[src/design/assert_macros.svh]
// assertion macros used by the dihedral angle design file
`ifndef ASSERT_MACROS_SVH
`define ASSERT_MACROS_SVH

// property that holds at every clock edge outside reset
`define ASSERT_ALWAYS(label, clk, rst, prop, msg) \
  label: assert property (@(posedge clk) disable iff (rst) (prop)) else $error(msg);

// same-cycle implication
`define ASSERT_IMPLIES(label, clk, rst, ante, cons, msg) \
  label: assert property (@(posedge clk) disable iff (rst) (ante) |-> (cons)) else $error(msg);

`endif

[src/design/dha_pkg.sv]
// shared types, widths and constants of the dihedral angle pipeline
package dha_pkg;

  localparam int COORD_WIDTH = 24;
  localparam int NORM_BITS   = 40;
  localparam int STEPS       = 24;
  localparam int CR_PER_STG  = 3;
  localparam int CR_STAGES   = STEPS / CR_PER_STG;
  localparam int SQ_PER_STG  = 4;
  localparam int SQ_STAGES   = NORM_BITS / SQ_PER_STG;
  localparam int RAD_W       = 2 * NORM_BITS;
  localparam int REM_W       = NORM_BITS + 2;
  localparam int XY_W        = NORM_BITS + 4;
  localparam int Z_W         = 27;
  localparam int ANG90       = 11796480;
  localparam int ANG180      = 23592960;
  localparam int TH_W        = 16;
  localparam int OUT_W       = 16;

  typedef struct packed {
    logic signed [COORD_WIDTH-1:0] a_x;
    logic signed [COORD_WIDTH-1:0] a_y;
    logic signed [COORD_WIDTH-1:0] a_z;
    logic signed [COORD_WIDTH-1:0] b_x;
    logic signed [COORD_WIDTH-1:0] b_y;
    logic signed [COORD_WIDTH-1:0] b_z;
    logic signed [COORD_WIDTH-1:0] c_x;
    logic signed [COORD_WIDTH-1:0] c_y;
    logic signed [COORD_WIDTH-1:0] c_z;
    logic signed [COORD_WIDTH-1:0] d_x;
    logic signed [COORD_WIDTH-1:0] d_y;
    logic signed [COORD_WIDTH-1:0] d_z;
  } in_t;

  typedef struct packed {
    logic signed [OUT_W-1:0] torsion;
    logic                    degenerate;
  } out_t;

  typedef struct packed {
    logic deg;
    logic xneg;
    logic wneg;
  } flag_t;

  typedef struct packed {
    logic [RAD_W-1:0]     rad;
    logic [NORM_BITS-1:0] root;
    logic [REM_W-1:0]     rem;
  } sq_t;

  typedef struct packed {
    logic signed [XY_W-1:0] x;
    logic signed [XY_W-1:0] y;
    logic signed [Z_W-1:0]  z;
  } cr_t;

  // atan(2^-i) in 1/131072 degree
  function automatic logic [23:0] atan_val(input int i);
    logic [23:0] r;
    case (i)
      0:  r = 24'd5898240;
      1:  r = 24'd3481934;
      2:  r = 24'd1839759;
      3:  r = 24'd933890;
      4:  r = 24'd468757;
      5:  r = 24'd234607;
      6:  r = 24'd117332;
      7:  r = 24'd58670;
      8:  r = 24'd29335;
      9:  r = 24'd14668;
      10: r = 24'd7334;
      11: r = 24'd3667;
      12: r = 24'd1833;
      13: r = 24'd917;
      14: r = 24'd458;
      15: r = 24'd229;
      16: r = 24'd115;
      17: r = 24'd57;
      18: r = 24'd29;
      19: r = 24'd14;
      20: r = 24'd7;
      21: r = 24'd4;
      22: r = 24'd2;
      23: r = 24'd1;
      default: r = 24'd0;
    endcase
    return r;
  endfunction

  // four digits of the restoring square root
  function automatic sq_t sqrt_step(input sq_t s_in);
    sq_t s;
    logic [REM_W+1:0] rt;
    logic [REM_W+1:0] tt;
    s = s_in;
    for (int j = 0; j < SQ_PER_STG; j++) begin
      rt = {s.rem, s.rad[RAD_W-1 -: 2]};
      tt = (REM_W+2)'({s.root, 2'b01});
      s.rad = {s.rad[RAD_W-3:0], 2'b00};
      if (rt >= tt) begin
        s.rem  = REM_W'(rt - tt);
        s.root = {s.root[NORM_BITS-2:0], 1'b1};
      end else begin
        s.rem  = REM_W'(rt);
        s.root = {s.root[NORM_BITS-2:0], 1'b0};
      end
    end
    return s;
  endfunction

  // three vectoring iterations starting at iteration base
  function automatic cr_t cordic_step(input cr_t s_in, input int base);
    cr_t s;
    logic signed [XY_W-1:0] dx;
    logic signed [XY_W-1:0] dy;
    s = s_in;
    for (int j = 0; j < CR_PER_STG; j++) begin
      dx = s.y >>> (base + j);
      dy = s.x >>> (base + j);
      if (!s.y[XY_W-1]) begin
        s.x = s.x + dx;
        s.y = s.y - dy;
        s.z = s.z + Z_W'(atan_val(base + j));
      end else begin
        s.x = s.x - dx;
        s.y = s.y + dy;
        s.z = s.z - Z_W'(atan_val(base + j));
      end
    end
    return s;
  endfunction

endpackage

[src/design/dha_mul.sv]
// pipelined signed multiplier built from 33x33 partial products; products, row sums and result are registered
module dha_mul import dha_pkg::*; #(
  parameter int AW = 33,
  parameter int BW = 33
) (
  input  logic                      clk,
  input  logic                      en,
  input  logic signed [AW-1:0]      a,
  input  logic signed [BW-1:0]      b,
  output logic signed [AW+BW-1:0]   p
);

  localparam int CH = 32;
  localparam int NA = (AW + CH - 1) / CH;
  localparam int NB = (BW + CH - 1) / CH;
  localparam int PW = AW + BW;

  logic signed [NA*CH-1:0] ae;
  logic signed [NB*CH-1:0] be;
  logic signed [CH:0]      sa [NA];
  logic signed [CH:0]      sb [NB];
  logic signed [2*CH+1:0]  pp [NA][NB];
  logic signed [PW-1:0]    row_next [NA];
  logic signed [PW-1:0]    row [NA];
  logic signed [PW-1:0]    p_next;

  assign ae = (NA*CH)'(a);
  assign be = (NB*CH)'(b);

  // low chunks are unsigned, the top chunk carries the sign
  always_comb begin
    for (int i = 0; i < NA; i++) begin
      sa[i] = {(i == NA - 1) ? ae[i*CH + CH - 1] : 1'b0, ae[i*CH +: CH]};
    end
    for (int j = 0; j < NB; j++) begin
      sb[j] = {(j == NB - 1) ? be[j*CH + CH - 1] : 1'b0, be[j*CH +: CH]};
    end
  end

  always_ff @(posedge clk) begin
    if (en) begin
      for (int i = 0; i < NA; i++) begin
        for (int j = 0; j < NB; j++) begin
          pp[i][j] <= sa[i] * sb[j];
        end
      end
    end
  end

  always_comb begin
    for (int i = 0; i < NA; i++) begin
      row_next[i] = '0;
      for (int j = 0; j < NB; j++) begin
        row_next[i] = row_next[i] + (PW'(pp[i][j]) <<< (CH * j));
      end
    end
    p_next = '0;
    for (int i = 0; i < NA; i++) begin
      p_next = p_next + (row[i] <<< (CH * i));
    end
  end

  always_ff @(posedge clk) begin
    if (en) begin
      row <= row_next;
      p   <= p_next;
    end
  end

endmodule
[config.mk]
export PLATFORM = sky130hd
export DESIGN_NAME = dha_mul
export DESIGN_NICKNAME = d
export VERILOG_FILES = /design/src/design/assert_macros.svh /design/src/design/dha_pkg.sv /design/src/design/dha_mul.sv
export SDC_FILE = /design/constraint.sdc
export NUM_CORES = 2
export LEC_CHECK = 0
export ABC_AREA = 1
export BUFFER_PORTS_ARGS = -buffer_cell sky130_fd_sc_hd__buf_2
export CORE_UTILIZATION = 47
export DETAILED_ROUTE_END_ITERATION = 12
export HOLD_SLACK_MARGIN = 0.12
export PLACE_DENSITY_LB_ADDON = 0.05
export SLEW_MARGIN = 30
export SYNTH_ARGS = -nofsm -noshare
export SYNTH_HDL_FRONTEND = slang
export SYNTH_SLANG_ARGS = --single-unit
[constraint.sdc]
create_clock -name clk -period 21.9 [get_ports clk]
set_clock_uncertainty 0.1 [all_clocks]
set_input_delay 3.285 -clock clk [delete_from_list [all_inputs] [get_ports clk]]
set_output_delay 3.285 -clock clk [all_outputs]
set_load 0.01 [all_outputs]
* Yosys cells after proc, flatten, opt, wreduce, memory -nomap -nowiden
Memories as Yosys holds them, arrays and structs flattened. Cells that the tools add are included.
Operators by class: muxes and demuxes 2, $lt $le $gt $ge 0, reductions and logical operators 0, div/mod/pow operators 0, equal/unequal tests 0, shift operators 0, $mul 4, add/sub/neg operators 3, bitwise operators 0
Operators by type and width (number):
- adder 66 bit | 2
- multiplier 32 x 32 -> 64 bit | 1
- adder 34 bit | 1
- multiplier 1 x 33 -> 34 bit | 1
- multiplier 33 x 1 -> 34 bit | 1
- multiplier 1 x 1 -> 2 bit | 1
- two-way mux 1 bit | 2
Word-level totals: ROM bits 0, memory bits (writable) 264, flip-flop bits (word level) 166, output and inout bits 66, bits in latches 0, word-level logic and storage cells 13, bits of input ports 68, memories kept 1
Memory list:
- pp | words 2, width 132, read ports 2, clocked after Yosys merged registers in 0, write ports 2, RTL line dha_mul.sv:22 | logic signed [2*CH+1:0] pp [NA][NB];

* Longest topological paths before layout
depth after elaboration 2, mapped depth 33, depth with buffers taken out 31

* Worst setup path after synthesis
No wires, ideal clock.
path kind input to register, from input a[25], to memory pp[0][116] (netlist bit) (data pin), slack 12.349 ns, path buffers 2, setup time 0.253 ns, stages on the path 26, data required time 21.547 ns, data arrival time 9.198 ns, cell sequence clkbuf_1 > clkbuf_1 > nand2_1 > inv_1 > fa_1 > fa_1 > inv_1 > fa_1 > fa_1 > inv_1 > fa_1 > fa_1 > fa_1 > inv_1 > fa_1 > inv_1 > ha_1 > nand2_1 > nor2_1 > inv_1 > nor2_1 > nand2_1 > nor3_1 > nand2_1 > nand4_1 > nand2_1
RTL lines:
- start: declaration | RTL line dha_mul.sv:8 | input logic signed [AW-1:0] a,
- end: declaration | RTL line dha_mul.sv:22

==> impl_metrics.json <==
{
  "gp_congestion": 0.9511,
  "hpwl_um": 128200,
  "path_cells": "buf_2 > buf_4 > nand2_1 > fa_1 > fa_1 > inv_1 > fa_1 > fa_1 > fa_1 > fa_1 > fa_1 > inv_1 > fa_1 > inv_1 > ha_1 > nand2_1 > nor2_1 > nand2_1 > nor2_1 > nand3_1 > nand4_1 > nand2_1",
  "max-slew-margin-rel_pct": 37.78,
  "overflow": 0,
  "drt_iter0_drc": 2377,
  "grt_pass1_wl_um": 247500,
  "grt_pass1_vias": 41387,
  "ant_nets": 0,
  "hp-class": "flip-flop to flip-flop",
  "grt_usage_pct": 29.63,
  "fmax_mhz": 97.45,
  "fin_setup_tns_ns": 0,
  "synth_flop_cell": "edfxtp_1",
  "worstPathArrival_ns": 10.45,
  "syn-cell-area_mm2": 0.05145,
  "status": "finished clean",
  "dieArea_mm2": 0.1108,
  "startpoint": "a[16]",
  "period_share_pct": 46.86,
  "cts_resized": 0,
  "syn_avg_cell_area_um2": 7.920,
  "io_buffers": 133,
  "synthArstFlopShare_pct": 0,
  "min_period_ns": 10.26,
  "die_x_um": 332.9,
  "clkLatencyLatePin_ns": 0.59,
  "die_y_um": 332.9,
  "worst-path-max-fanout": 17,
  "cts_buffer_depth": 3,
  "fillers": 10760,
  "synth.ff_latch_count": 300,
  "via_count": 39189,
  "clk_pin_slew_ns": 0.06,
  "yosys_warnings": 0,
  "antenna_found_initial": 6,
  "start_kind": "input pin",
  "max_cap_viol_count": 0,
  "multi_input_comb_area_mm2": 0.03433,
  "io-pin-count": 134,
  "dr.pass1.iters": 8,
  "cts_made_buffers": 30,
  "setup_viol": 0,
  "synthesis.instances": 6497,
  "wire_per_inst_um": 20.15,
  "cp_common_cell": "fa_1",
  "worstReg2RegEnd": "row[118]",
  "area_growth_pct": 5.911,
  "finalHoldViolations": 0,
  "drive_gt1_share_pct": 4.686,
  "cts_root_buf": "clkbuf_16",
  "r2r-start": "pp[0][116]",
  "drc": 0,
  "nets": 7761,
  "antennaDiodeCount": 0,
  "crit_path_end_kind": "flip-flop",
  "worst_path_largest_cell_delay_ns": 0.57,
  "start_util_pct": 47.34,
  "viasPerCell": 4.959,
  "crit_end": "pp[0][114]",
  "placeableCoreArea_mm2": 0.1087,
  "worstPathRequired_ns": 22.09,
  "cts.sinks": 300,
  "synth-edff-count": 300,
  "rows": 121,
  "rr_worst_depth": 8,
  "slowest_stage": "fa_1",
  "tightest_slew_ns": 0.9332,
  "cts_tree": "yes",
  "routed_wl_um": 159200,
  "cp_num_buf_inv": 5,
  "yosysSeqAreaShare_pct": 17.51,
  "cp.depth": 22,
  "r2r_slack_ns": 19.32,
  "rsz0062_at_grt": "no",
  "cts_hold_buf": 0,
  "final-seq-area_mm2": 0.009009,
  "path_delay_family": "adder cells",
  "worst-setup-path-type": "input pin to flip-flop",
  "post-cts-setup-buffer-count": 0,
  "grt_max_degree": 106,
  "synth_cell_type_count": 40,
  "final_max_slew_viol_count": 0,
  "cts-htree-levels": 1,
  "synth_nets": 7794
}
[metal layers]
metal / GRT usage, % / part of all wire [%] / up-vias / wire [um]
met1: 39.62 / 43 / 19417 / 67990
met5: 0 / 0.012 / - / 19
met4: 6.922 / 2.5 / 2 / 4058
met2: 51.80 / 49 / 1081 / 78630
met3: 2.839 / 5.3 / 167 / 8484
li1: - / - / 18522 / -
[worst min path at each step]
stage / to / start / cells past startpoint / slack (ns)
floorplan: p[0] / row[66] / 0 / 0.30
global placement: row[93] / pp[0][93] / 0 / 0.30
detailed placement: p[25] / row[91] / 0 / 0.30
CTS: p[18] / row[84] / 0 / 0.32
global route: row[71] / pp[0][71] / 0 / 0.32
finish: p[18] / row[84] / 0 / 0.31
[per-stage QoR]
stage | std cells | cell area [um2] | util [%] | hold WS, ns | worst slack [ns]
finish | 7902 | 54500 | 50.13 | 0.3145 | 11.64
global route | 7902 | 54500 | 50.13 | 0.3193 | 11.41
CTS | 7902 | 54490 | 50.13 | 0.3155 | 11.76
detailed placement | 7846 | 53380 | 49.10 | 0.3045 | 11.12
global placement | 7846 | 53380 | 49.10 | 0.3008 | 11.07
floorplan | 6497 | 51450 | - | 0.3003 | 12.35
[cells in the mapped netlist (2+ instances only)]
cell type  instances  area, um2
a21o_1             2      15.01
a21oi_1          133      665.6
buf_1              4      15.01
buf_2              3      15.01
buf_6              2      22.52
clkbuf_1         253      949.7
edfxtp_1         300       9009
fa_1             898      17980
ha_1             331       4141
inv_1           1891       7098
inv_2              3      11.26
nand2_1         1912       7177
nand2_2            4      25.02
nand3_1          125      625.6
nand3_2            3      30.03
nand3b_1          11      82.58
nand4_1           33      206.5
nor2_1           279       1047
nor2_2            20      125.1
nor2_4            13      146.4
nor3_1            37      185.2
nor3_2            11      110.1
nor4_1             9      56.30
o21a_1             8      60.06
o21ai_0           44      220.2
o21bai_1          19      142.6
or2_2              2      12.51
xnor2_1           28      245.2
xor2_1           108      945.9
[kinds of logic (layout without fill, tap and decap cells)]
group                      count (synthesis)  count (layout)  synth area share [%]
AOI/OAI and AO/OA                        209             209                 2.184
xor gates and xnor gates                 136             136                 2.315
adders and majority gates               1229            1229                 42.99
buffers and inverters                   2156            2147                 15.76
DFF                                      300             300                 17.51
other                                      1               1              0.007288
and+or+nand+nor                         2466            2466                 19.23
[cells in the final DEF (no fill, tap or decap), types with 13 or more instances in the layout]
cell type and n:
a21oi_1 133, buf_2 132, buf_4 63, clkbuf_16 31, edfxtp_1 300, fa_1 898
ha_1 331, inv_1 1891, nand2_1 1912, nand3_1 125, nand4_1 33, nor2_1 279
nor2_2 20, nor2_4 13, nor3_1 37, o21ai_0 44, o21bai_1 19, xnor2_1 28
xor2_1 108
[registers in the layout, indices dropped and copies added, names as in the netlist]
| name | flops |
|---|---|
| pp | 134 |
| row | 100 |
| p | 66 |
[worst reg2reg max path: stages (launching register included)]
cell      delay [ns]
edfxtp_1        0.46
ha_1            0.40
nand2_1         0.13
nor2_1          0.15
inv_1           0.09
nor3_1          0.45
nand4_1         0.25
nand3_1         0.21
xor2_1          0.20
[layout make-up]
cell class	instances	area share (%)
Clock buffer	36	1.458
Clock inverter	20	0.5878
Inverter	1894	13.05
Multi-Input combinational cell	4041	63.00
Sequential cell	300	16.53
Tap cell	1414	3.246
Timing Repair Buffer	197	2.128
Power is left out: the tool's default activity adds up to more than one toggle a clock period on the data nets, which glitch-free logic cannot reach.
